`src/design/blrpg_pkg.sv`:
```
`default_nettype none

package blrpg_pkg;

  localparam int unsigned CFG_W       = 12;
  localparam int unsigned PIX_COORD_W = 12;
  localparam int unsigned ADDR_W      = 24;
  localparam int unsigned QUEUE_DEPTH = 4;

  localparam logic [CFG_W-1:0] H_RES_RESET = 12'd1024;
  localparam logic [CFG_W-1:0] V_RES_RESET = 12'd768;

  // configuration register indexes
  typedef enum logic {
    CFG_H_RES = 1'b0,
    CFG_V_RES = 1'b1
  } cfg_idx_e;

  // request type codes on the input channel
  localparam logic [1:0] REQ_LINE = 2'd0;
  localparam logic [1:0] REQ_RECT = 2'd1;
  localparam logic [1:0] REQ_TICK = 2'd2;

  // classified entry kinds between front and back
  typedef enum logic [1:0] {
    KIND_LINE,
    KIND_RECT,
    KIND_REJECT,
    KIND_TICK
  } kind_e;

endpackage

`default_nettype wire

```
`src/design/blrpg_if.sv`:
```
`default_nettype none

interface blrpg_req_if #(
  parameter int unsigned COORD_BITS = 11,
  parameter int unsigned COLOR_BITS = 8
);
  logic                  valid;
  logic                  ready;
  logic [1:0]            req_type;
  logic [COORD_BITS-1:0] x_start;
  logic [COORD_BITS-1:0] y_start;
  logic [COORD_BITS-1:0] x_end;
  logic [COORD_BITS-1:0] y_end;
  logic [COORD_BITS-1:0] rect_width;
  logic [COORD_BITS-1:0] rect_height;
  logic [COLOR_BITS-1:0] color;

  modport source (
    output valid, req_type, x_start, y_start, x_end, y_end, rect_width, rect_height, color,
    input  ready
  );
  modport sink (
    input  valid, req_type, x_start, y_start, x_end, y_end, rect_width, rect_height, color,
    output ready
  );
endinterface

interface blrpg_pix_if #(
  parameter int unsigned COLOR_BITS = 8
);
  import blrpg_pkg::*;

  logic                   valid;
  logic                   ready;
  logic [PIX_COORD_W-1:0] pixel_x;
  logic [PIX_COORD_W-1:0] pixel_y;
  logic [ADDR_W-1:0]      pixel_address;
  logic [COLOR_BITS-1:0]  pixel_color;
  logic                   on_screen;
  logic                   last;
  logic                   rect_error;

  modport source (
    output valid, pixel_x, pixel_y, pixel_address, pixel_color, on_screen, last, rect_error,
    input  ready
  );
  modport sink (
    input  valid, pixel_x, pixel_y, pixel_address, pixel_color, on_screen, last, rect_error,
    output ready
  );
endinterface

`default_nettype wire

```
`src/design/blrpg_front.sv`:
```
`default_nettype none

module blrpg_front #(
  parameter int unsigned COORD_BITS = 11,
  parameter int unsigned COLOR_BITS = 8
) (
  blrpg_req_if.sink                     req_i,
  input  logic [blrpg_pkg::CFG_W-1:0]   h_res_i,
  input  logic [blrpg_pkg::CFG_W-1:0]   v_res_i,
  input  logic                          q_full_i,
  output logic                          q_push_o,
  output blrpg_pkg::kind_e              kind_o,
  output logic [COORD_BITS:0]           x0_o,
  output logic [COORD_BITS:0]           y0_o,
  output logic [COORD_BITS:0]           x1_o,
  output logic [COORD_BITS:0]           y1_o,
  output logic [COLOR_BITS-1:0]         color_o
);
  import blrpg_pkg::*;

  localparam int unsigned CW    = COORD_BITS + 1;
  localparam int unsigned SUM_W = (CW > CFG_W) ? CW : CFG_W;

  logic [SUM_W-1:0] x_far;
  logic [SUM_W-1:0] y_far;
  logic             reject;
  logic             is_rect;

  assign req_i.ready = !q_full_i;
  // type three carries nothing, it is taken and dropped here
  assign q_push_o = req_i.valid && !q_full_i &&
                    (req_i.req_type inside {REQ_LINE, REQ_RECT, REQ_TICK});

  assign x_far   = SUM_W'(req_i.x_start) + SUM_W'(req_i.rect_width);
  assign y_far   = SUM_W'(req_i.y_start) + SUM_W'(req_i.rect_height);
  assign reject  = (x_far > SUM_W'(h_res_i)) || (y_far > SUM_W'(v_res_i));
  assign is_rect = (req_i.req_type == REQ_RECT);

  always_comb begin
    case (req_i.req_type)
      REQ_LINE: kind_o = KIND_LINE;
      REQ_RECT: kind_o = reject ? KIND_REJECT : KIND_RECT;
      default:  kind_o = KIND_TICK;
    endcase
  end

  // rectangles carry their far corner instead of the size
  assign x0_o    = CW'(req_i.x_start);
  assign y0_o    = CW'(req_i.y_start);
  assign x1_o    = is_rect ? CW'(req_i.x_start) + CW'(req_i.rect_width)  : CW'(req_i.x_end);
  assign y1_o    = is_rect ? CW'(req_i.y_start) + CW'(req_i.rect_height) : CW'(req_i.y_end);
  assign color_o = req_i.color;

endmodule

`default_nettype wire

```
`src/design/blrpg_fifo.sv`:
```
`default_nettype none

module blrpg_fifo #(
  parameter int unsigned WIDTH = 8,
  parameter int unsigned DEPTH = 4
) (
  input  logic             clk_i,
  input  logic             rst_ni,
  input  logic             push_i,
  input  logic [WIDTH-1:0] wdata_i,
  output logic             full_o,
  input  logic             pop_i,
  output logic             valid_o,
  output logic [WIDTH-1:0] rdata_o
);
  localparam int unsigned PTR_W = (DEPTH > 1) ? $clog2(DEPTH) : 1;
  localparam int unsigned CNT_W = $clog2(DEPTH + 1);
  localparam logic [PTR_W-1:0] LAST_PTR = PTR_W'(DEPTH - 1);

  logic [WIDTH-1:0] mem_q [DEPTH];
  logic [PTR_W-1:0] wr_ptr_q, rd_ptr_q;
  logic [CNT_W-1:0] count_q;
  logic             do_push, do_pop;

  assign full_o  = (count_q == CNT_W'(DEPTH));
  assign valid_o = (count_q != '0);
  assign rdata_o = mem_q[rd_ptr_q];
  assign do_push = push_i && !full_o;
  assign do_pop  = pop_i && valid_o;

  always_ff @(posedge clk_i or negedge rst_ni) begin
    if (!rst_ni) begin
      wr_ptr_q <= '0;
      rd_ptr_q <= '0;
      count_q  <= '0;
    end else begin
      if (do_push) begin
        wr_ptr_q <= (wr_ptr_q == LAST_PTR) ? '0 : wr_ptr_q + 1'b1;
      end
      if (do_pop) begin
        rd_ptr_q <= (rd_ptr_q == LAST_PTR) ? '0 : rd_ptr_q + 1'b1;
      end
      if (do_push && !do_pop) begin
        count_q <= count_q + 1'b1;
      end else if (do_pop && !do_push) begin
        count_q <= count_q - 1'b1;
      end
    end
  end

  always_ff @(posedge clk_i) begin
    if (do_push) begin
      mem_q[wr_ptr_q] <= wdata_i;
    end
  end

endmodule

`default_nettype wire

```
`src/design/blrpg_step.sv`:
```
`default_nettype none

module blrpg_step #(
  parameter int unsigned COORD_BITS = 11,
  parameter int unsigned COLOR_BITS = 8
) (
  input  logic                  clk_i,
  input  logic                  rst_ni,
  input  logic                  entry_valid_i,
  input  blrpg_pkg::kind_e      kind_i,
  input  logic [COORD_BITS:0]   x0_i,
  input  logic [COORD_BITS:0]   y0_i,
  input  logic [COORD_BITS:0]   x1_i,
  input  logic [COORD_BITS:0]   y1_i,
  input  logic [COLOR_BITS-1:0] color_i,
  output logic                  pop_o,
  input  logic                  res_ready_i,
  output logic                  res_valid_o,
  output logic [COORD_BITS:0]   res_x_o,
  output logic [COORD_BITS:0]   res_y_o,
  output logic [COLOR_BITS-1:0] res_color_o,
  output logic                  res_last_o,
  output logic                  res_reject_o
);
  import blrpg_pkg::*;

  localparam int unsigned CW = COORD_BITS + 1;
  localparam int unsigned EW = COORD_BITS + 3;

  localparam logic [1:0] SIDE_TOP    = 2'd0;
  localparam logic [1:0] SIDE_BOTTOM = 2'd1;
  localparam logic [1:0] SIDE_LEFT   = 2'd2;
  localparam logic [1:0] SIDE_RIGHT  = 2'd3;

  typedef struct packed {
    logic [CW-1:0]        cur_x;
    logic [CW-1:0]        cur_y;
    logic [CW-1:0]        end_x;
    logic [CW-1:0]        end_y;
    logic [CW-1:0]        dx;
    logic [CW-1:0]        dy;
    logic                 x_neg;
    logic                 y_neg;
    logic signed [EW-1:0] err;
  } line_t;

  function automatic line_t setup_line(input logic [CW-1:0] xi, input logic [CW-1:0] yi,
                                       input logic [CW-1:0] xf, input logic [CW-1:0] yf);
    line_t l;
    l.cur_x = xi;
    l.cur_y = yi;
    l.end_x = xf;
    l.end_y = yf;
    l.x_neg = !(xi < xf);
    l.y_neg = !(yi < yf);
    l.dx    = (xi < xf) ? xf - xi : xi - xf;
    l.dy    = (yi < yf) ? yf - yi : yi - yf;
    // half the major delta, sign set by which axis leads
    l.err   = (l.dx > l.dy) ? $signed(EW'(l.dx >> 1)) : $signed(EW'(0) - EW'(l.dy >> 1));
    return l;
  endfunction

  function automatic line_t side_line(input logic [1:0] side,
                                      input logic [CW-1:0] x0, input logic [CW-1:0] y0,
                                      input logic [CW-1:0] x1, input logic [CW-1:0] y1);
    line_t l;
    case (side)
      SIDE_TOP:    l = setup_line(x0, y0, x1, y0);
      SIDE_BOTTOM: l = setup_line(x0, y1, x1, y1);
      SIDE_LEFT:   l = setup_line(x0, y0, x0, y1);
      default:     l = setup_line(x1, y0, x1, y1);
    endcase
    return l;
  endfunction

  line_t                 line_q, line_d;
  logic                  busy_q, busy_d;
  logic                  rect_q, rect_d;
  logic [1:0]            side_q, side_d;
  logic [COLOR_BITS-1:0] color_q, color_d;
  logic [CW-1:0]         cx0_q, cy0_q, cx1_q, cy1_q;
  logic [CW-1:0]         cx0_d, cy0_d, cx1_d, cy1_d;

  logic                  res_valid_q;
  logic [CW-1:0]         res_x_q, res_y_q;
  logic [COLOR_BITS-1:0] res_color_q;
  logic                  res_last_q, res_reject_q;

  logic                  adv;
  logic                  emit;
  logic [CW-1:0]         out_x, out_y;
  logic [COLOR_BITS-1:0] out_color;
  logic                  out_last, out_reject;
  logic signed [EW-1:0]  dx_s, dy_s;
  logic                  step_x, step_y;

  assign adv   = !res_valid_q || res_ready_i;
  assign pop_o = entry_valid_i && adv;

  assign dx_s   = $signed(EW'(line_q.dx));
  assign dy_s   = $signed(EW'(line_q.dy));
  assign step_x = line_q.err > -dx_s;
  assign step_y = line_q.err < dy_s;

  always_comb begin
    line_d     = line_q;
    busy_d     = busy_q;
    rect_d     = rect_q;
    side_d     = side_q;
    color_d    = color_q;
    cx0_d      = cx0_q;
    cy0_d      = cy0_q;
    cx1_d      = cx1_q;
    cy1_d      = cy1_q;
    emit       = 1'b0;
    out_x      = line_q.cur_x;
    out_y      = line_q.cur_y;
    out_color  = color_q;
    out_last   = 1'b0;
    out_reject = 1'b0;
    if (pop_o) begin
      case (kind_i)
        KIND_LINE: begin
          if (!busy_q) begin
            rect_d  = 1'b0;
            side_d  = SIDE_TOP;
            color_d = color_i;
            line_d  = setup_line(x0_i, y0_i, x1_i, y1_i);
            busy_d  = 1'b1;
          end
        end
        KIND_RECT: begin
          if (!busy_q) begin
            rect_d  = 1'b1;
            side_d  = SIDE_TOP;
            color_d = color_i;
            cx0_d   = x0_i;
            cy0_d   = y0_i;
            cx1_d   = x1_i;
            cy1_d   = y1_i;
            line_d  = side_line(SIDE_TOP, x0_i, y0_i, x1_i, y1_i);
            busy_d  = 1'b1;
          end
        end
        KIND_REJECT: begin
          if (!busy_q) begin
            emit       = 1'b1;
            out_x      = '0;
            out_y      = '0;
            out_color  = '0;
            out_last   = 1'b1;
            out_reject = 1'b1;
          end
        end
        KIND_TICK: begin
          if (busy_q) begin
            emit = 1'b1;
            if (line_q.cur_x == line_q.end_x && line_q.cur_y == line_q.end_y) begin
              if (rect_q && side_q != SIDE_RIGHT) begin
                side_d = side_q + 1'b1;
                line_d = side_line(side_d, cx0_q, cy0_q, cx1_q, cy1_q);
              end else begin
                busy_d   = 1'b0;
                rect_d   = 1'b0;
                out_last = 1'b1;
              end
            end else begin
              line_d.err = line_q.err - (step_x ? dy_s : EW'(0)) + (step_y ? dx_s : EW'(0));
              if (step_x) begin
                line_d.cur_x = line_q.x_neg ? line_q.cur_x - 1'b1 : line_q.cur_x + 1'b1;
              end
              if (step_y) begin
                line_d.cur_y = line_q.y_neg ? line_q.cur_y - 1'b1 : line_q.cur_y + 1'b1;
              end
            end
          end
        end
        default: ;
      endcase
    end
  end

  always_ff @(posedge clk_i or negedge rst_ni) begin
    if (!rst_ni) begin
      line_q      <= '0;
      busy_q      <= 1'b0;
      rect_q      <= 1'b0;
      side_q      <= SIDE_TOP;
      color_q     <= '0;
      cx0_q       <= '0;
      cy0_q       <= '0;
      cx1_q       <= '0;
      cy1_q       <= '0;
      res_valid_q <= 1'b0;
    end else begin
      line_q  <= line_d;
      busy_q  <= busy_d;
      rect_q  <= rect_d;
      side_q  <= side_d;
      color_q <= color_d;
      cx0_q   <= cx0_d;
      cy0_q   <= cy0_d;
      cx1_q   <= cx1_d;
      cy1_q   <= cy1_d;
      if (adv) begin
        res_valid_q <= emit;
      end
    end
  end

  always_ff @(posedge clk_i) begin
    if (adv && emit) begin
      res_x_q      <= out_x;
      res_y_q      <= out_y;
      res_color_q  <= out_color;
      res_last_q   <= out_last;
      res_reject_q <= out_reject;
    end
  end

  assign res_valid_o  = res_valid_q;
  assign res_x_o      = res_x_q;
  assign res_y_o      = res_y_q;
  assign res_color_o  = res_color_q;
  assign res_last_o   = res_last_q;
  assign res_reject_o = res_reject_q;

endmodule

`default_nettype wire

```
`src/design/blrpg_pixout.sv`:
```
`default_nettype none

module blrpg_pixout #(
  parameter int unsigned COORD_BITS = 11,
  parameter int unsigned COLOR_BITS = 8
) (
  input  logic                        clk_i,
  input  logic                        rst_ni,
  input  logic [blrpg_pkg::CFG_W-1:0] h_res_i,
  input  logic [blrpg_pkg::CFG_W-1:0] v_res_i,
  input  logic                        res_valid_i,
  output logic                        res_ready_o,
  input  logic [COORD_BITS:0]         res_x_i,
  input  logic [COORD_BITS:0]         res_y_i,
  input  logic [COLOR_BITS-1:0]       res_color_i,
  input  logic                        res_last_i,
  input  logic                        res_reject_i,
  blrpg_pix_if.source                 pix_o
);
  import blrpg_pkg::*;

  localparam int unsigned CW    = COORD_BITS + 1;
  localparam int unsigned MUL_W = CW + CFG_W;
  localparam int unsigned CMP_W = (CW > CFG_W) ? CW : CFG_W;

  logic                   valid_q;
  logic [PIX_COORD_W-1:0] x_q, y_q;
  logic [ADDR_W-1:0]      addr_q, addr_d;
  logic [COLOR_BITS-1:0]  color_q;
  logic                   on_q, on_d;
  logic                   last_q, reject_q;
  logic                   load;

  assign res_ready_o = !valid_q || pix_o.ready;
  assign load        = res_valid_i && res_ready_o;

  // row times pitch plus column, kept modulo the address width
  assign addr_d = ADDR_W'(MUL_W'(res_y_i) * MUL_W'(h_res_i) + MUL_W'(res_x_i));
  assign on_d   = !res_reject_i && (CMP_W'(res_x_i) < CMP_W'(h_res_i)) &&
                  (CMP_W'(res_y_i) < CMP_W'(v_res_i));

  always_ff @(posedge clk_i or negedge rst_ni) begin
    if (!rst_ni) begin
      valid_q <= 1'b0;
    end else if (res_ready_o) begin
      valid_q <= res_valid_i;
    end
  end

  always_ff @(posedge clk_i) begin
    if (load) begin
      x_q      <= PIX_COORD_W'(res_x_i);
      y_q      <= PIX_COORD_W'(res_y_i);
      addr_q   <= addr_d;
      color_q  <= res_color_i;
      on_q     <= on_d;
      last_q   <= res_last_i;
      reject_q <= res_reject_i;
    end
  end

  assign pix_o.valid         = valid_q;
  assign pix_o.pixel_x       = x_q;
  assign pix_o.pixel_y       = y_q;
  assign pix_o.pixel_address = addr_q;
  assign pix_o.pixel_color   = color_q;
  assign pix_o.on_screen     = on_q;
  assign pix_o.last          = last_q;
  assign pix_o.rect_error    = reject_q;

endmodule

`default_nettype wire

```
`src/design/bresenham_line_rect_pixel_generator_core.sv`:
```
`default_nettype none
// channel  | dir | handshake     | carries
// ---------+-----+---------------+------------------------------------------
// req_i    | in  | valid / ready | line, rectangle or tick request
// pix_o    | out | valid / ready | one pixel or a rectangle rejection
// cfg      | in  | cfg_we_i only | h_res (index 0), v_res (index 1)
//
// sustained rate is one request per clock while the queue is not full
// throughput is set by the single bresenham step register in the back end
// a four entry queue sits between classification and drawing, so each side stalls alone
// reset clears the queue, the drawing state and the output valid; resolutions go to 1024x768

module bresenham_line_rect_pixel_generator_core #(
  parameter int unsigned COORD_BITS = 11,
  parameter int unsigned COLOR_BITS = 8
) (
  input  logic                        clk_i,
  input  logic                        rst_ni,
  input  logic                        cfg_we_i,
  input  logic                        cfg_idx_i,
  input  logic [blrpg_pkg::CFG_W-1:0] cfg_data_i,
  blrpg_req_if.sink                   req_i,
  blrpg_pix_if.source                 pix_o
);
  import blrpg_pkg::*;

  localparam int unsigned CW      = COORD_BITS + 1;
  localparam int unsigned ENTRY_W = 2 + 4 * CW + COLOR_BITS;

  logic [CFG_W-1:0]      h_res_q, v_res_q;

  logic                  q_push, q_full, q_pop, q_valid;
  kind_e                 f_kind;
  logic [CW-1:0]         f_x0, f_y0, f_x1, f_y1;
  logic [COLOR_BITS-1:0] f_color;
  logic [ENTRY_W-1:0]    q_wdata, q_rdata;

  kind_e                 b_kind;
  logic [CW-1:0]         b_x0, b_y0, b_x1, b_y1;
  logic [COLOR_BITS-1:0] b_color;

  logic                  res_valid, res_ready;
  logic [CW-1:0]         res_x, res_y;
  logic [COLOR_BITS-1:0] res_color;
  logic                  res_last, res_reject;

  always_ff @(posedge clk_i or negedge rst_ni) begin
    if (!rst_ni) begin
      h_res_q <= H_RES_RESET;
      v_res_q <= V_RES_RESET;
    end else if (cfg_we_i) begin
      if (cfg_idx_i == CFG_H_RES) begin
        h_res_q <= cfg_data_i;
      end else begin
        v_res_q <= cfg_data_i;
      end
    end
  end

  blrpg_front #(
    .COORD_BITS (COORD_BITS),
    .COLOR_BITS (COLOR_BITS)
  ) u_front (
    .req_i    (req_i),
    .h_res_i  (h_res_q),
    .v_res_i  (v_res_q),
    .q_full_i (q_full),
    .q_push_o (q_push),
    .kind_o   (f_kind),
    .x0_o     (f_x0),
    .y0_o     (f_y0),
    .x1_o     (f_x1),
    .y1_o     (f_y1),
    .color_o  (f_color)
  );

  assign q_wdata = {f_kind, f_x0, f_y0, f_x1, f_y1, f_color};

  blrpg_fifo #(
    .WIDTH (ENTRY_W),
    .DEPTH (QUEUE_DEPTH)
  ) u_queue (
    .clk_i   (clk_i),
    .rst_ni  (rst_ni),
    .push_i  (q_push),
    .wdata_i (q_wdata),
    .full_o  (q_full),
    .pop_i   (q_pop),
    .valid_o (q_valid),
    .rdata_o (q_rdata)
  );

  assign b_kind  = kind_e'(q_rdata[ENTRY_W-1 -: 2]);
  assign b_x0    = q_rdata[COLOR_BITS + 4*CW - 1 -: CW];
  assign b_y0    = q_rdata[COLOR_BITS + 3*CW - 1 -: CW];
  assign b_x1    = q_rdata[COLOR_BITS + 2*CW - 1 -: CW];
  assign b_y1    = q_rdata[COLOR_BITS + CW - 1 -: CW];
  assign b_color = q_rdata[COLOR_BITS-1:0];

  blrpg_step #(
    .COORD_BITS (COORD_BITS),
    .COLOR_BITS (COLOR_BITS)
  ) u_step (
    .clk_i         (clk_i),
    .rst_ni        (rst_ni),
    .entry_valid_i (q_valid),
    .kind_i        (b_kind),
    .x0_i          (b_x0),
    .y0_i          (b_y0),
    .x1_i          (b_x1),
    .y1_i          (b_y1),
    .color_i       (b_color),
    .pop_o         (q_pop),
    .res_ready_i   (res_ready),
    .res_valid_o   (res_valid),
    .res_x_o       (res_x),
    .res_y_o       (res_y),
    .res_color_o   (res_color),
    .res_last_o    (res_last),
    .res_reject_o  (res_reject)
  );

  blrpg_pixout #(
    .COORD_BITS (COORD_BITS),
    .COLOR_BITS (COLOR_BITS)
  ) u_pixout (
    .clk_i        (clk_i),
    .rst_ni       (rst_ni),
    .h_res_i      (h_res_q),
    .v_res_i      (v_res_q),
    .res_valid_i  (res_valid),
    .res_ready_o  (res_ready),
    .res_x_i      (res_x),
    .res_y_i      (res_y),
    .res_color_i  (res_color),
    .res_last_i   (res_last),
    .res_reject_i (res_reject),
    .pix_o        (pix_o)
  );

endmodule

`default_nettype wire
```
`src/flat_wrapper.sv`:
```
// flat-port wrapper written by rule: the top's interface ports become plain ports
module bresenham_line_rect_pixel_generator_core_flat import blrpg_pkg::*;
#(
  parameter int unsigned COORD_BITS = 11,
  parameter int unsigned COLOR_BITS = 8
)
  (clk_i, rst_ni, cfg_we_i, cfg_idx_i, cfg_data_i, req_i_valid, req_i_req_type, req_i_x_start, req_i_y_start, req_i_x_end, req_i_y_end, req_i_rect_width, req_i_rect_height, req_i_color, req_i_ready, pix_o_valid, pix_o_pixel_x, pix_o_pixel_y, pix_o_pixel_address, pix_o_pixel_color, pix_o_on_screen, pix_o_last, pix_o_rect_error, pix_o_ready);
  blrpg_req_if #(.COORD_BITS(COORD_BITS), .COLOR_BITS(COLOR_BITS)) req_i_i ();
  blrpg_pix_if #(.COLOR_BITS(COLOR_BITS)) pix_o_i ();
  input  logic clk_i;
  input  logic rst_ni;
  input  logic cfg_we_i;
  input  logic cfg_idx_i;
  input  logic [blrpg_pkg::CFG_W-1:0] cfg_data_i;
  input wire logic [$bits(req_i_i.valid)-1:0] req_i_valid;
  input wire logic [$bits(req_i_i.req_type)-1:0] req_i_req_type;
  input wire logic [$bits(req_i_i.x_start)-1:0] req_i_x_start;
  input wire logic [$bits(req_i_i.y_start)-1:0] req_i_y_start;
  input wire logic [$bits(req_i_i.x_end)-1:0] req_i_x_end;
  input wire logic [$bits(req_i_i.y_end)-1:0] req_i_y_end;
  input wire logic [$bits(req_i_i.rect_width)-1:0] req_i_rect_width;
  input wire logic [$bits(req_i_i.rect_height)-1:0] req_i_rect_height;
  input wire logic [$bits(req_i_i.color)-1:0] req_i_color;
  output wire logic [$bits(req_i_i.ready)-1:0] req_i_ready;
  output wire logic [$bits(pix_o_i.valid)-1:0] pix_o_valid;
  output wire logic [$bits(pix_o_i.pixel_x)-1:0] pix_o_pixel_x;
  output wire logic [$bits(pix_o_i.pixel_y)-1:0] pix_o_pixel_y;
  output wire logic [$bits(pix_o_i.pixel_address)-1:0] pix_o_pixel_address;
  output wire logic [$bits(pix_o_i.pixel_color)-1:0] pix_o_pixel_color;
  output wire logic [$bits(pix_o_i.on_screen)-1:0] pix_o_on_screen;
  output wire logic [$bits(pix_o_i.last)-1:0] pix_o_last;
  output wire logic [$bits(pix_o_i.rect_error)-1:0] pix_o_rect_error;
  input wire logic [$bits(pix_o_i.ready)-1:0] pix_o_ready;
  assign req_i_i.valid = req_i_valid;
  assign req_i_i.req_type = req_i_req_type;
  assign req_i_i.x_start = req_i_x_start;
  assign req_i_i.y_start = req_i_y_start;
  assign req_i_i.x_end = req_i_x_end;
  assign req_i_i.y_end = req_i_y_end;
  assign req_i_i.rect_width = req_i_rect_width;
  assign req_i_i.rect_height = req_i_rect_height;
  assign req_i_i.color = req_i_color;
  assign req_i_ready = req_i_i.ready;
  assign pix_o_valid = pix_o_i.valid;
  assign pix_o_pixel_x = pix_o_i.pixel_x;
  assign pix_o_pixel_y = pix_o_i.pixel_y;
  assign pix_o_pixel_address = pix_o_i.pixel_address;
  assign pix_o_pixel_color = pix_o_i.pixel_color;
  assign pix_o_on_screen = pix_o_i.on_screen;
  assign pix_o_last = pix_o_i.last;
  assign pix_o_rect_error = pix_o_i.rect_error;
  assign pix_o_i.ready = pix_o_ready;
  bresenham_line_rect_pixel_generator_core #(.COORD_BITS(COORD_BITS), .COLOR_BITS(COLOR_BITS)) u_core (.clk_i(clk_i), .rst_ni(rst_ni), .cfg_we_i(cfg_we_i), .cfg_idx_i(cfg_idx_i), .cfg_data_i(cfg_data_i), .req_i(req_i_i), .pix_o(pix_o_i));
endmodule
```
`config.mk`:
```
export PLATFORM = sky130hd
export DESIGN_NAME = bresenham_line_rect_pixel_generator_core_flat
export DESIGN_NICKNAME = d
export VERILOG_FILES = /design/src/design/blrpg_pkg.sv /design/src/design/blrpg_if.sv /design/src/design/blrpg_front.sv /design/src/design/blrpg_fifo.sv /design/src/design/blrpg_step.sv /design/src/design/blrpg_pixout.sv /design/src/design/bresenham_line_rect_pixel_generator_core.sv /design/src/flat_wrapper.sv
export SDC_FILE = /design/constraint.sdc
export NUM_CORES = 1
export LEC_CHECK = 0
export BUFFER_PORTS_ARGS = -buffer_cell sky130_fd_sc_hd__buf_2
export CAP_MARGIN = 20
export CORE_ASPECT_RATIO = 1.1
export CORE_UTILIZATION = 49
export DETAILED_ROUTE_END_ITERATION = 10
export MAX_ROUTING_LAYER = met4
export PLACE_DENSITY = 0.66
export SKIP_CTS_REPAIR_TIMING = 1
export SYNTH_ARGS = -nofsm -noshare
export SYNTH_HDL_FRONTEND = slang
export SYNTH_SLANG_ARGS = --single-unit
export TNS_END_PERCENT = 30
```
`constraint.sdc`:
```
create_clock -name clk_i -period 8.42 [get_ports clk_i]
set_clock_uncertainty 0.15 [all_clocks]
set_input_delay 0 -clock clk_i [delete_from_list [all_inputs] [get_ports clk_i]]
set_output_delay 0 -clock clk_i [all_outputs]
set_load 0.02 [all_outputs]
```
==> results of run 1 <==
==> logic make-up after synthesis <==
logic type / after synthesis / synth area share, %
multiplexers: 135 / 6.00
AO/OA/AOI/OAI: 762 / 14.3
adder cells (fa/ha/maj): 446 / 19.0
AND/OR/NAND/NOR: 805 / 11.2
flip-flops: 496 / 40.4
XOR/XNOR: 147 / 3.71
buffers and inverters: 495 / 5.45
==> cell type report <==
class	instances	area share, %
Antenna cell	1	0.00634
Clock buffer	76	4.02
Clock inverter	26	1.02
Inverter	357	3.40
Multi-Input combinational cell	2295	47.7
Sequential cell	496	35.5
Tap cell	927	2.94
Timing Repair Buffer	295	5.46
==> per-layer routing <==
layer / track usage, % / wire length (µm)
met2: 44.2 / 46200
met1: 37.9 / 43100
met4: 8.92 / 3300
met3: 2.71 / 5990
met5: - / 0
==> path summary, 6_finish.rpt <==
path,start,depth (start not counted),to
setup / recovery,u_core.u_queue.rd_ptr_q[0],24,u_core.u_step.line_q[7]
setup reg to reg,u_core.u_queue.rd_ptr_q[0],24,u_core.u_step.line_q[7]
min in group asynchronous,rst_ni,4,u_core.u_step.cy1_q[5]
hold reg to reg,u_core.u_step.res_last_o,0,u_core.u_pixout.pix_o.last
max in group asynchronous,rst_ni,4,u_core.u_queue.rd_ptr_q[0]
hold / removal,req_i_rect_height[10],4,u_core.u_queue.mem_q[1][19]
==> placed cells by master (no fill, tap or decap), types with 31 or more instances in the layout <==
cell	instances
buf_4	33
nor2_1	147
mux2_2	51
xnor2_1	95
o21ai_0	218
dfrtp_1	174
fa_1	136
nand2_1	315
dlygate4sd3_1	104
nand3_1	34
a21oi_1	155
xor2_1	52
a22oi_1	34
o21bai_1	33
ha_1	310
a21o_1	73
buf_2	153
edfxtp_1	317
and2_1	105
nor3_1	35
mux4_2	53
clkbuf_16	57
mux2i_1	31
inv_1	356
==> tightest hold or removal path, cell delays in order <==
cell    delay, ns
buf_2        0.10
ha_1         0.21
nor2_1       0.14
nor3_1       0.11
==> through the flow <==
stage / instance area, µm² / worst slack, ns / hold WS [ns] / std cells
5_1_grt: 39500 / 0.714 / 0.00722 / 4473
6_report: 39500 / 1.36 / -0.0339 / 4473
3_5_place_dp: 36300 / 1.50 / -0.142 / 4263
4_1_cts: 38300 / 1.39 / -0.815 / 4365
2_1_floorplan: 34700 / 1.57 / -0.446 / 3286
3_3_place_gp: 36300 / 1.48 / -0.154 / 4262
==> summary.md, run 1 <==
| Metric | Value |
|---|---|
| EDFF count, synth | `317` |
| Min-delay worst type | `in -> reg` |
| Filler cell count | `6003` |
| Critical path fanouts, max | `47` |
| Drt pass-1 iters | `5` |
| Most common cell in the synthesized netlist | `inv_1` |
| Total number of vias | `about 26000` |
| Largest register FFs | `224` |
| Routability Congestion | `0.990` |
| Global-route wire length before repair | `149 mm` |
| Total track usage | `27.9%` |
| P&R area growth vs syn | `13.8%` |
| Clock sinks | `496` |
| Total I/O pin count | `between 150 and 200` |
| Setup TNS | `0 ns` |
| Number of standard cells after synthesis | `3286` |
| Flop2flop setup slack | `1.36 ns` |
| CP cell instances | `mux4_2, inv_1, ha_1, inv_1, fa_1, a211oi_1, o21bai_1, o2111a_1, o21ba_2, a21oi_1, a21oi_1, xnor2_1, inv_1, ha_1, a21o_1, a21o_1, a21oi_1, o21ai_0, o21ai_0, and2_1, nor2_1, a21oi_1, o21a_1, a32oi_1` |
| TritonCTS clock tree | `yes` |
| Site Rows | `101` |
| Core area | `69500 µm²` |
| DRT Wirelength | `98.7 mm` |
| FF+latch count, synth | `496` |
| Top reg by flops | `u_core.u_queue.mem_q` |
| Synth top cells by count | `356 x inv_1, 317 x edfxtp_1, 317 x nand2_1` |
| Worst-skew pair later-pin latency | `0.64 ns` |
| Drt via density | `5.82` |
| Asr flop ratio synth | `36.1%` |
| Final layout net count | `4039` |
| Synth unique cells | `~90` |
| Proportion of layout cells with a drive suffix above 1 | `between 10 and 15%` |
| Die area | `71800 µm²` |
| Wirelength per Cell | `22.1 µm` |
| PortBufs | `approximately 150` |
| Max incr delay on CP | `slightly above 1 ns` |
| Max-Cap Viols | `0` |
| Post-synthesis sequential area ratio | `40.4%` |
| Crit path max-delay family | `compound AO/OA/AOI/OAI gates` |
| Final Cycle Share | `83.9%` |
| Slew Limit Fails | `0` |
| Longest Clk Path Bufs | `3` |
| Startpoint Class | `register` |
| Final core occ | `56.8%` |
| Status | `finished with violations` |
| Area share of the largest cell type after synthesis | `27.5%` |
| Worst slew margin | `26.0%` |
| Failing checks | `hold timing` |
| Min Hold Slack | `-0.0339 ns` |
| Area leader, netlist | `edfxtp_1` |
| Max frequency | `142 MHz` |
| Global route overflow | `0` |
| WP data required | `8.72 ns` |
| Setup violations, final | `0` |
| Antenna violations before repair | `2` |
| CP bufs+invs | `3` |
| Vias in the first global route | `24800` |
| Largest net degree at the start of global routing | `93` |
| DP HPWL | `73.2 mm` |
| Actual slew at the worst max-slew pin | `roughly 1.1 ns` |
| H-tree depth | `2` |
| Total CTS buffers | `54` |
| DRT iter0 DRCs | `2401` |
| DR DRC count | `0` |
| Clock Tree Root | `clkbuf_16` |
| Die Height | `281 µm` |
| Synth top area cells | `edfxtp_1 27%, dfrtp_1 13%, ha_1 11%, fa_1 7.9%, inv_1 3.9%` |
| Critical path's slowest cell | `dfrtp_4` |
| CTS clock-pin slew for the worst setup and hold paths | `0.06 ns` |
| Syn nets | `between 3000 and 4000` |
| Multi-input combinational cell area | `about 19000 µm²` |
| Synthesized area per cell | `about 11 µm²` |
| Critical path class | `reg -> reg` |
| Seq. cell area | `roughly 14000 µm²` |
| Netlist Area Pre-Place | `roughly 35000 µm²` |
| Die W | `256 µm` |
| Final Hold Fails | `12` |
| Post-synth top flop | `edfxtp_1` |
| Crit-path most repeated cell | `a21oi_1` |
| RSZ-0062 raised after global routing | `no` |
| Crit path DAT | `7.36 ns` |
| Initial core utilization | `49.9%` |
| Final Critical Period | `7.06 ns` |
| CP Capture Type | `register` |
| Yosys Warn Count | `0` |
| Routed Antenna Nets | `0` |
Power of run 1 is left out: the tool's default activity adds up to more than one toggle a clock period on the data nets, which glitch-free logic cannot reach.
==> run 2, diff against run 1 <==
ABC_AREA = 1   (was default)
PLACE_DENSITY = 0.68   (was 0.66)
clock period = 6.2 ns   (was 8.42 ns; I/O delays follow)
==> run 2 against run 1 <==
  * The flow finishes with violations (DRC, hold timing)
  * Sequential share of layout area down 1.4 points
  * Critical path depth shrank 5
  * Critical endpoint is now u_core.u_pixout.pix_o.pixel_address[20]
  * Global-route usage rose by 2.1 points
  * Setup slack worse by 1.1 ns
  * Flip-flop and latch count did not move
  * Highest routed layer unchanged
  * First-iteration DRC count rose by 29%
  * Hold slack better by 0.016 ns
  * Die area grew 3.9%
==> summary.md, run 2 <==
| Metric | Value |
|---|---|
| Status | `finished with violations` |
| Failing checks | `DRC, hold timing` |
| Slew Limit Fails | `0 (unchanged)` |
| Final Hold Fails | `22 (+10)` |
| Synthesized-area fraction occupied by adder cells | `18.3% (-0.72 points)` |
| Routability Congestion | `0.991 (+0.15%)` |
| Longest Clk Path Bufs | `3 (unchanged)` |
| Global route overflow | `0 (unchanged)` |
| Die Height | `286 µm (+1.9%)` |
| Worst-skew pair later-pin latency | `0.63 ns (about the same)` |
| Critical path fanouts, max | `8 (-83%)` |
| Yosys Warn Count | `0 (unchanged)` |
| Largest register FFs | `224 (unchanged)` |
| Startpoint Class | `register` |
| Area share of the largest cell type after synthesis | `26.4% (-1.0 points)` |
| Setup WS post-layout | `0.277 ns (-1.08 ns)` |
| Most frequent cells in the layout | `1135 x nand2_1, 675 x inv_1, 317 x edfxtp_1, 310 x ha_1, 274 x a21oi_1` |
| Synthesized area per cell | `8.36 µm² (-21%)` |
| DRT Wirelength | `109 mm (+11%)` |
| Final Critical Period | `5.92 ns (-1.14 ns)` |
| Routed Antenna Nets | `0 (unchanged)` |
| Site Rows | `103 (+2.0%)` |
| DRT iter0 DRCs | `3090 (+29%)` |
| Netlist Area Pre-Place | `36000 µm² (+3.9%)` |
| Synth Area in Compound Gates | `12.5% (-1.7 points)` |
| Total CTS buffers | `52 (-3.7%)` |
| Largest family of logic cells by synthesized area | `adder cells` |
| Drt pass-1 iters | `10 (+5)` |
| Actual slew at the worst max-slew pin | `0.939 ns (-0.166 ns)` |
| Core area | `72300 µm² (+4.0%)` |
| Vias in the first global route | `29200 (+18%)` |
| Drt via density | `5.51 (-5.3%)` |
| Synth unique cells | `64 (-30%)` |
| Clock Tree Root | `clkbuf_16` |
| DR DRC count | `14 (+14)` |
| EDFF count, synth | `317 (unchanged)` |
| PortBufs | `154 (unchanged)` |
| Most common cell after layout, fill and taps aside | `nand2_1` |
| Total track usage | `30.0% (+2.1 points)` |
| Synth top area cells | `edfxtp_1 26%, dfrtp_1 12%, nand2_1 12%, ha_1 11%, fa_1 7.6%` |
| Worst slew margin | `37.4% (+11 points)` |
| Global-route wire length before repair | `167 mm (+12%)` |
| Critical path class | `reg -> reg` |
| Synth top cells by count | `1136 x nand2_1, 676 x inv_1, 317 x edfxtp_1` |
| Top reg by flops | `u_core.u_queue.mem_q` |
| Flop2flop setup slack | `0.28 ns (-1.08 ns)` |
| Placed Area | `38600 µm² (+6.3%)` |
| HP Start | `req_i_color[0]` |
| FF+latch count, synth | `496 (unchanged)` |
| TritonCTS clock tree | `yes` |
| H-tree depth | `2 (unchanged)` |
| Multiplexer share of the synthesized area | `0.0313% (-6.0 points)` |
| RSZ-0062 raised after global routing | `yes` |
| Simple-gate share of the synthesized area | `18.0% (+6.8 points)` |
| Largest net degree at the start of global routing | `66 (-29%)` |
| Total I/O pin count | `155 (unchanged)` |
| Min-Delay Endpoint | `u_core.u_queue.mem_q[1][0]` |
| Max-Cap Viols | `0 (unchanged)` |
| Post-synth top flop | `edfxtp_1` |
| # diodes | `0 (-1)` |
| Fraction of synthesized cell area in xor and xnor cells | `3.38% (-0.34 points)` |
| Min Hold Slack | `-0.0176 ns (+0.0163 ns)` |
| Reg2Reg Depth | `19 (-21%)` |
| Die W | `261 µm (+1.9%)` |
| Syn nets | `4851 (+27%)` |
| CTS clock-pin slew for the worst setup and hold paths | `0.06 ns (about the same)` |
| Reg2reg start | `u_core.h_res_q[2]` |
| Total number of vias | `30800 (+18%)` |
| Setup violations, final | `0 (unchanged)` |
| Wirelength per Cell | `19.6 µm (-11%)` |
| P&R area growth vs syn | `14.2%` |
| Crit path DAT | `6.14 ns (-1.22 ns)` |
| Final Cycle Share | `95.5% (+12 points)` |
| Asr flop ratio synth | `36.1% (unchanged)` |
| Max frequency | `169 MHz (+19%)` |
| Reg-to-reg endpoint | `u_core.u_pixout.pix_o.pixel_address[20]` |
| Most common cell in the synthesized netlist | `nand2_1` |
| WP data required | `6.41 ns (-2.31 ns)` |
| Filler cell count | `6444 (+7.3%)` |
| Antenna violations before repair | `0 (-2)` |
| DP HPWL | `83.7 mm (+14%)` |
| Post-Place Setup Slack | `0.247 ns (-1.25 ns)` |
| Final layout net count | `5135 (+27%)` |
| Number of standard cells after synthesis | `4311 (+31%)` |
| CP Capture Type | `register` |
| Post-synthesis sequential area ratio | `38.9% (-1.5 points)` |
| Clock sinks | `496 (unchanged)` |
| Proportion of layout cells with a drive suffix above 1 | `9.66% (-2.8 points)` |
| Design area | `41100 µm² (+4.3%)` |
| Initial core utilization | `49.8% (about the same)` |
| Min-delay worst type | `in -> reg` |
| Hold depth | `2 (-2)` |
| Area leader, netlist | `edfxtp_1` |
| Die area | `74600 µm² (+3.9%)` |
[run 2: through the flow]
step / utilization, % / setup TNS, ns / cells / hold WS (ns)
after floorplan: - / 0 / 4311 / -0.446
after global placement: 53.4 / 0 / 5409 / -0.109
after detailed placement: 53.4 / 0 / 5410 / -0.113
after CTS: 55.8 / 0 / 5506 / -0.776
after global routing: 56.9 / -0.0195 / 5582 / -0.0120
final: 56.9 / 0 / 5582 / -0.0176
[run 2: worst max path at each step]
stage	startpoint	end	slack, ns	depth (start not counted)
after floorplan	u_core.u_step.res_y_o[6]	u_core.u_pixout.pix_o.pixel_address[21]	0.57	22
after global placement	u_core.h_res_q[2]	u_core.u_pixout.pix_o.pixel_address[21]	0.38	23
after detailed placement	u_core.h_res_q[2]	u_core.u_pixout.pix_o.pixel_address[21]	0.25	23
after CTS	u_core.h_res_q[2]	u_core.u_pixout.pix_o.pixel_address[21]	0.24	23
after global routing	u_core.u_step.dx_s[0]	u_core.u_step.line_q[13]	-0.02	34
final	u_core.h_res_q[2]	u_core.u_pixout.pix_o.pixel_address[20]	0.28	19
[run 2: cell families (layout without fill, tap and decap cells)]
group	after synthesis	in the layout
AND/OR/NAND/NOR	1614	1614
buffers and inverters	839	1165
AO/OA/AOI/OAI	776	776
XOR/XNOR	139	139
flip-flops	496	496
adder cells (fa/ha/maj)	446	446
multiplexers	1	1
[run 2: final cells by class]
class	count	area (µm²)	area share, %
clock buffer	65	1420	3.46
sequential	496	14000	34.1
inverter	692	2600	6.32
tap	945	1180	2.87
clock inverter	31	273	0.663
multi-input combinational	2976	18900	46.0
timing repair buffer	377	2750	6.67
[run 2: worst max-delay path: stages (launching register included)]
cell and delay (ns):
dfrtp_1 0.52, nand2_1 0.13, fa_1 0.55, inv_1 0.05
fa_1 0.50, fa_1 0.51, inv_1 0.05, fa_1 0.46
fa_1 0.54, inv_1 0.04, ha_1 0.34, a21oi_1 0.13
a21boi_0 0.32, o21ai_0 0.19, a21boi_0 0.35, o21ai_0 0.23
a21boi_0 0.33, nor2_1 0.09, nor2_1 0.12, xor2_1 0.07
[run 2: layer usage]
layer | wire [µm] | part of all wire (%) | up-vias | track usage [%]
li1 | - | - | 14700 | -
met5 | 0 | 0 | - | -
met4 | 3030 | 2.8 | 0 | 7.66
met3 | 7730 | 7.1 | 192 | 3.69
met2 | 51000 | 47 | 1192 | 47.4
met1 | 47400 | 43 | 14700 | 40.9
Power of run 2 is left out for the same reason.
